**src/sv/mre_pkg.sv**
```systemverilog
// mre_pkg: shared types, constants and command/status structs of the mlp residual scorer
// used by every module of the block; no dependencies
`default_nettype none

package mre_pkg;

    localparam int FEATURES_DEF = 138;
    localparam int HIDDEN_DEF   = 32;

    localparam int STORE_AW    = 13;
    localparam int STORE_DEPTH = 1 << STORE_AW;

    localparam int DVD_W = 64;
    localparam int DVS_W = 32;

    localparam int TANH_HALF = 128;
    localparam int POS_AW    = 8;
    localparam int POS_W     = 17;
    localparam int Z_W       = 18;
    localparam logic [25:0] TANH_STEP_Q30 = 26'd33543513;

    localparam logic [15:0] SCORE_MAX = 16'd20000;

    localparam int CFG_IW = 8;
    localparam logic [CFG_IW-1:0] CFG_SHRINK = 8'd0;
    localparam logic [CFG_IW-1:0] CFG_BIAS   = 8'd1;

    localparam logic KIND_PARAM   = 1'b0;
    localparam logic KIND_FEATURE = 1'b1;

    typedef struct packed {
        logic               kind;
        logic [12:0]        param_address;
        logic signed [31:0] value;
        logic               last;
    } in_t;

    typedef struct packed {
        logic signed [15:0] score;
        logic               fallback;
    } out_t;

    typedef enum logic [2:0] {RS_MU, RS_SIGMA, RS_B1, RS_W1, RS_W2} rsel_t;
    typedef enum logic {MAC_W1X, MAC_W2Z} msrc_t;

    typedef struct packed {
        logic  in_ready;
        logic  tb_init;
        logic  tb_mul;
        logic  tb_load;
        logic  tb_write;
        logic  div_start;
        logic  xh_d;
        logic  xh_load;
        logic  xh_write;
        logic  j_clr;
        logic  j_inc;
        logic  h_clr;
        logic  h_inc;
        rsel_t rsel;
        logic  mac_issue;
        msrc_t msrc;
        logic  acc_clr;
        logic  acc_bias;
        logic  th_idx;
        logic  th_write;
        logic  fin_r16;
        logic  fin_mul;
        logic  fin_pre;
        logic  out_load;
        logic  out_fb;
    } cmd_t;

    typedef struct packed {
        logic last_accept;
        logic div_done;
        logic sigma_zero;
        logic xh_bad;
        logic j_last;
        logic h_last;
        logic k_last;
        logic mac_busy;
        logic acc_ovf;
        logic out_free;
    } sts_t;

endpackage

`default_nettype wire

```
**src/sv/mre_ctrl.sv**
```systemverilog
// mre_ctrl: sequencer for table build, normalization, hidden layer, output layer and result
// depends on mre_pkg
`default_nettype none

module mre_ctrl (
    input  wire logic          aclk,
    input  wire logic          aresetn,
    input  wire mre_pkg::sts_t sts,
    output mre_pkg::cmd_t      cmd
);
    import mre_pkg::*;

    typedef enum logic [4:0] {
        ST_TB_INIT, ST_TB_MUL, ST_TB_LOAD, ST_TB_GO, ST_TB_WAIT, ST_TB_WR,
        ST_IDLE,
        ST_X_MU, ST_X_SG, ST_X_CHK, ST_X_GO, ST_X_WAIT, ST_X_WR,
        ST_H_ISSUE, ST_H_DRAIN, ST_TH_B1, ST_TH_K, ST_TH_RD, ST_TH_Z,
        ST_P3_INIT, ST_P3_ISSUE, ST_P3_DRAIN,
        ST_FIN_R16, ST_FIN_MUL, ST_FIN_PRE, ST_FIN_OUT, ST_FAIL
    } state_t;

    state_t state_reg, state_next;

    always_ff @(posedge aclk) begin
        if (!aresetn)
            state_reg <= ST_TB_INIT;
        else
            state_reg <= state_next;
    end

    always_comb begin
        cmd        = '0;
        cmd.rsel   = RS_MU;
        cmd.msrc   = MAC_W1X;
        state_next = state_reg;
        case (state_reg)
            ST_TB_INIT: begin
                cmd.tb_init = 1'b1;
                state_next  = ST_TB_MUL;
            end
            ST_TB_MUL: begin
                cmd.tb_mul = 1'b1;
                state_next = ST_TB_LOAD;
            end
            ST_TB_LOAD: begin
                cmd.tb_load = 1'b1;
                state_next  = ST_TB_GO;
            end
            ST_TB_GO: begin
                cmd.div_start = 1'b1;
                state_next    = ST_TB_WAIT;
            end
            ST_TB_WAIT: begin
                if (sts.div_done) state_next = ST_TB_WR;
            end
            ST_TB_WR: begin
                cmd.tb_write = 1'b1;
                state_next   = sts.k_last ? ST_IDLE : ST_TB_MUL;
            end
            ST_IDLE: begin
                cmd.in_ready = 1'b1;
                cmd.j_clr    = 1'b1;
                if (sts.last_accept) state_next = ST_X_MU;
            end
            ST_X_MU: begin
                cmd.rsel   = RS_MU;
                state_next = ST_X_SG;
            end
            ST_X_SG: begin
                cmd.xh_d   = 1'b1;
                cmd.rsel   = RS_SIGMA;
                state_next = ST_X_CHK;
            end
            ST_X_CHK: begin
                if (sts.sigma_zero) begin
                    state_next = ST_FAIL;
                end else begin
                    cmd.xh_load = 1'b1;
                    state_next  = ST_X_GO;
                end
            end
            ST_X_GO: begin
                cmd.div_start = 1'b1;
                state_next    = ST_X_WAIT;
            end
            ST_X_WAIT: begin
                if (sts.div_done) state_next = ST_X_WR;
            end
            ST_X_WR: begin
                if (sts.xh_bad) begin
                    state_next = ST_FAIL;
                end else begin
                    cmd.xh_write = 1'b1;
                    if (sts.j_last) begin
                        cmd.j_clr   = 1'b1;
                        cmd.h_clr   = 1'b1;
                        cmd.acc_clr = 1'b1;
                        state_next  = ST_H_ISSUE;
                    end else begin
                        cmd.j_inc  = 1'b1;
                        state_next = ST_X_MU;
                    end
                end
            end
            ST_H_ISSUE: begin
                cmd.rsel      = RS_W1;
                cmd.mac_issue = 1'b1;
                cmd.msrc      = MAC_W1X;
                if (sts.j_last) state_next = ST_H_DRAIN;
                else            cmd.j_inc  = 1'b1;
            end
            ST_H_DRAIN: begin
                if (!sts.mac_busy)
                    state_next = sts.acc_ovf ? ST_FAIL : ST_TH_B1;
            end
            ST_TH_B1: begin
                cmd.rsel   = RS_B1;
                state_next = ST_TH_K;
            end
            ST_TH_K: begin
                cmd.th_idx = 1'b1;
                state_next = ST_TH_RD;
            end
            ST_TH_RD: begin
                state_next = ST_TH_Z;
            end
            ST_TH_Z: begin
                cmd.th_write = 1'b1;
                if (sts.h_last) begin
                    state_next = ST_P3_INIT;
                end else begin
                    cmd.h_inc   = 1'b1;
                    cmd.j_clr   = 1'b1;
                    cmd.acc_clr = 1'b1;
                    state_next  = ST_H_ISSUE;
                end
            end
            ST_P3_INIT: begin
                cmd.acc_bias = 1'b1;
                cmd.h_clr    = 1'b1;
                state_next   = ST_P3_ISSUE;
            end
            ST_P3_ISSUE: begin
                cmd.rsel      = RS_W2;
                cmd.mac_issue = 1'b1;
                cmd.msrc      = MAC_W2Z;
                if (sts.h_last) state_next = ST_P3_DRAIN;
                else            cmd.h_inc  = 1'b1;
            end
            ST_P3_DRAIN: begin
                cmd.msrc = MAC_W2Z;
                if (!sts.mac_busy) state_next = ST_FIN_R16;
            end
            ST_FIN_R16: begin
                cmd.fin_r16 = 1'b1;
                state_next  = ST_FIN_MUL;
            end
            ST_FIN_MUL: begin
                cmd.fin_mul = 1'b1;
                state_next  = ST_FIN_PRE;
            end
            ST_FIN_PRE: begin
                cmd.fin_pre = 1'b1;
                state_next  = ST_FIN_OUT;
            end
            ST_FIN_OUT: begin
                if (sts.out_free) begin
                    cmd.out_load = 1'b1;
                    state_next   = ST_IDLE;
                end
            end
            ST_FAIL: begin
                if (sts.out_free) begin
                    cmd.out_load = 1'b1;
                    cmd.out_fb   = 1'b1;
                    state_next   = ST_IDLE;
                end
            end
            default: state_next = ST_IDLE;
        endcase
    end

endmodule

`default_nettype wire

```
**config.mk**
```make
export PLATFORM = sky130hd
export DESIGN_NAME = mre_ctrl
export DESIGN_NICKNAME = d
export VERILOG_FILES = /design/src/sv/mre_pkg.sv /design/src/sv/mre_ctrl.sv
export SDC_FILE = /design/constraint.sdc
export NUM_CORES = 1
export LEC_CHECK = 0
export BUFFER_PORTS_ARGS = -buffer_cell sky130_fd_sc_hd__buf_2
export CAP_MARGIN = 20
export CORE_ASPECT_RATIO = 1.1
export CORE_MARGIN = 3
export CORE_UTILIZATION = 40
export DETAILED_ROUTE_END_ITERATION = 12
export PLACE_DENSITY = 0.68
export SYNTH_ARGS = -nofsm -noshare
export SYNTH_HDL_FRONTEND = slang
export SYNTH_SLANG_ARGS = --single-unit
```
**constraint.sdc**
```tcl
create_clock -name aclk -period 2.43 [get_ports aclk]
set_clock_uncertainty 0.1 [all_clocks]
set_input_delay 0.486 -clock aclk [delete_from_list [all_inputs] [get_ports aclk]]
set_output_delay 0.486 -clock aclk [all_outputs]
set_load 0.005 [all_outputs]
```
==> summary.txt <==
Run status
  – Outcome: finished, final reports clean

Synth
  – Sequential area share after synthesis: 10.4%
  – Largest area contributor in the netlist: dfxtp_1
  – Yosys reg bits: 5
  – Post-synth EDFFs: 0
  – Unique masters post-synth: 46
  – Syn Nets: 162
  – Prevailing post-synth register cell: dfxtp_1
  – Asr flop ratio synth: 0%
  – Top cells by area, synth: dfxtp_1 (10%), nor2_1 (8.6%), buf_6 (5.9%)
  – Syn Inst Count: 150
  – Synth warnings: 0
  – Synthesized area: 960 um^2
  – Syn_area_per_cell: 6.40 um^2
  – Share of the synthesized area in the top cell type: 10.4%

Finish
  – Fillers: 203
  – Area Growth Syn to Fin: 29.1%
  – Multi-input logic area: 738 um^2
  – Antenna cell count: 0
  – Fraction of layout instances using a drive strength above 1: 37.4%
  – Final nets: 203
  – Register Area: 106 um^2
  – Number of flip-flops in the largest register: 5

Global route
  – First-pass GRT wire length: 4670 um
  – Largest net degree at the start of global routing: 19
  – Gr usage total: 19.5%
  – Initial antenna violation count: 0
  – Grt ovf: 0
  – Vias in the first global route: 1049

Floorplanning
  – Die Span Y: 57.4 um
  – Effective utilization at floorplan: 44.7%
  – Top-level I/O count: 39
  – Die Area: 3020 um^2
  – Core area: 2150 um^2
  – Row count: 17
  – Die Wd: 52.7 um

Routing
  – DRC viols: 0
  – Routed wire length: 3110 um
  – Iteration-0 DRC Markers: 63
  – Via count: 1302
  – Routed wire per std cell: 14.3 um
  – Detailed Routing Iterations Pass 1: 4
  – Antenna Nets Post-Route: 0
  – DR vias/cell: 5.97

Worst setup path
  – CP Capture Type: output port
  – Setup crit start kind: flip-flop
  – Crit path max-delay cell type: or3_4
  – Setup CP Type: reg2out
  – CP arrival: 1.71 ns
  – Worst path max stage delay: 0.39 ns
  – Worst EP required: 1.84 ns
  – Cell count of the worst reg-to-reg path: 5
  – Crit-path max FO: 7
  – Crit path cell chain: or2b_4 -> or3_4 -> nor2_4 -> nand2_2 -> o31ai_1 -> buf_2
  – Setup slack, reg-to-reg: 0.26 ns

Timing
  – Slew Viols, Final: 0
  – Max_slew headroom: 78.4%
  – Final setup TNS: 0 ns
  – RSZ-0062 raised after global routing: no
  – Final Critical Period: 2.30 ns
  – Slew @ Worst Pin: 0.322 ns
  – Final setup fails: 0
  – Final hold vios: 0
  – Fin crit share: 94.7%
  – Fmax: 435 MHz
  – Final worst slack: 0.130 ns

CTS
  – Clock latency on the worst-skew pair: 0.24 ns
  – Num CTS Buffers: 3
  – Worst-path clk slew: 0.04 ns
  – Root Buffer: clkbuf_4
  – CTS max path bufs: 2
  – CTS tree: built
  – Post-CTS Hold Buffers: 0
  – Postcts setup bufs: 0
  – H-Tree Depth: 1
  – Clk sinks: 5

Placed design
  – HPWL Detailed: 2380 um
  – Gpl congestion: 0.961
  – Post-placement setup slack: 0.210 ns
  – # port buffers: 38

Power
  – Pleak: 0.000578 uW
  – Cell Pwr Density: 448 nW/um^2
  – Maximum vdd drop: 0.000367 V

Min path
  – Worst Hold Depth: 2
  – Hold Crit Class: in2reg

Run
  – Max-cap violations: 0
[layout by cell type (no fill, tap or decap), types with 3 or more instances in the layout]
| cell | instances |
|---|---|
| o311a_1 | 3 |
| inv_1 | 8 |
| o21ai_1 | 3 |
| o21ai_0 | 8 |
| nand2_1 | 10 |
| buf_2 | 38 |
| buf_4 | 15 |
| a211o_1 | 3 |
| nor2_1 | 21 |
| nor3_1 | 9 |
| clkbuf_4 | 3 |
| nor4_1 | 6 |
| nand3_1 | 3 |
| a21oi_1 | 9 |
| nand2b_1 | 5 |
| o22ai_1 | 3 |
[critical path: cells and delay by family, from the launching register on]
| kind | cells | cell delay [ns] |
|---|---|---|
| AO/OA/AOI/OAI | 1 | 0.07 |
| buffers and inverters | 1 | 0.15 |
| flip-flops | 1 | 0.37 |
| AND/OR/NAND/NOR | 4 | 0.88 |
[cell families after synthesis]
kind of cell | synth area share [%]
and+or+nand+nor | 38.9
AOI/OAI and AO/OA | 32.6
buffers and inverters | 14.5
DFF | 10.4
xor gates and xnor gates | 2.61
muxes | 1.04
[metrics by stage]
| step | total power [uW] | std cells | cell area, um^2 | hold WS (ns) | util, % |
|---|---|---|---|---|---|
| 2_1_floorplan | 355 | 150 | 960 | 0.517 | - |
| 3_3_place_gp | 446 | 214 | 1190 | 0.512 | 55.3 |
| 3_5_place_dp | 449 | 214 | 1190 | 0.536 | 55.3 |
| 4_1_cts | 550 | 218 | 1220 | 0.414 | 56.7 |
| 5_1_grt | 599 | 218 | 1240 | 0.429 | 57.7 |
| 6_report | 554 | 218 | 1240 | 0.427 | 57.7 |
[path summary, 6_finish.rpt]
path | start | end
min reg2reg | state_reg[3]$_SDFFE_PN0P_ | state_reg[3]$_SDFFE_PN0P_
max | state_reg[0]$_SDFFE_PN0P_ | cmd[8]
max reg2reg | state_reg[4]$_SDFFE_PN0P_ | state_reg[3]$_SDFFE_PN0P_
min | aresetn | state_reg[0]$_SDFFE_PN0P_
[area by class of cell]
| class | count | share of cell area [%] |
|---|---|---|
| multi-input combinational | 120 | 59.6 |
| timing repair buffer | 53 | 24.4 |
| sequential | 5 | 8.59 |
| tap | 28 | 2.83 |
| inverter | 8 | 2.42 |
| clock buffer | 4 | 2.12 |
[routing by layer]
layer	routed length (um)	share of wire, %	global-route usage [%]	up-vias
met1	1360	44	26.8	594
met4	59	1.9	8.39	0
met3	251	8.1	1.04	8
met2	1440	46	30.9	74
met5	0	0	0	-
li1	-	-	-	626
[power breakdown]
part / total, uW / switching [uW] / internal [uW]
Sequential: 119 / 24.6 / 94.8
Clock: 94.5 / 32.5 / 62.0
Combinational: 340 / 191 / 149
[what timing repair did]
item	4_1_cts	5_1_grt
pin swaps	0	1
resized for setup	2	7
setup endpoints to repair	3	3
[cell usage after synthesis (all sizes together), types with 3 or more instances]
| cell type | number |
|---|---|
| nor4 | 6 |
| nand3 | 3 |
| o21ai | 11 |
| o22ai | 3 |
| nor2 | 23 |
| inv | 8 |
| clkbuf | 5 |
| nand2 | 11 |
| buf | 12 |
| a21oi | 9 |
| nand2b | 5 |
| dfxtp | 5 |
| nor3 | 9 |
| a211o | 3 |
| o311a | 3 |
No activity file was read; power rests on OpenSTA's default activity.
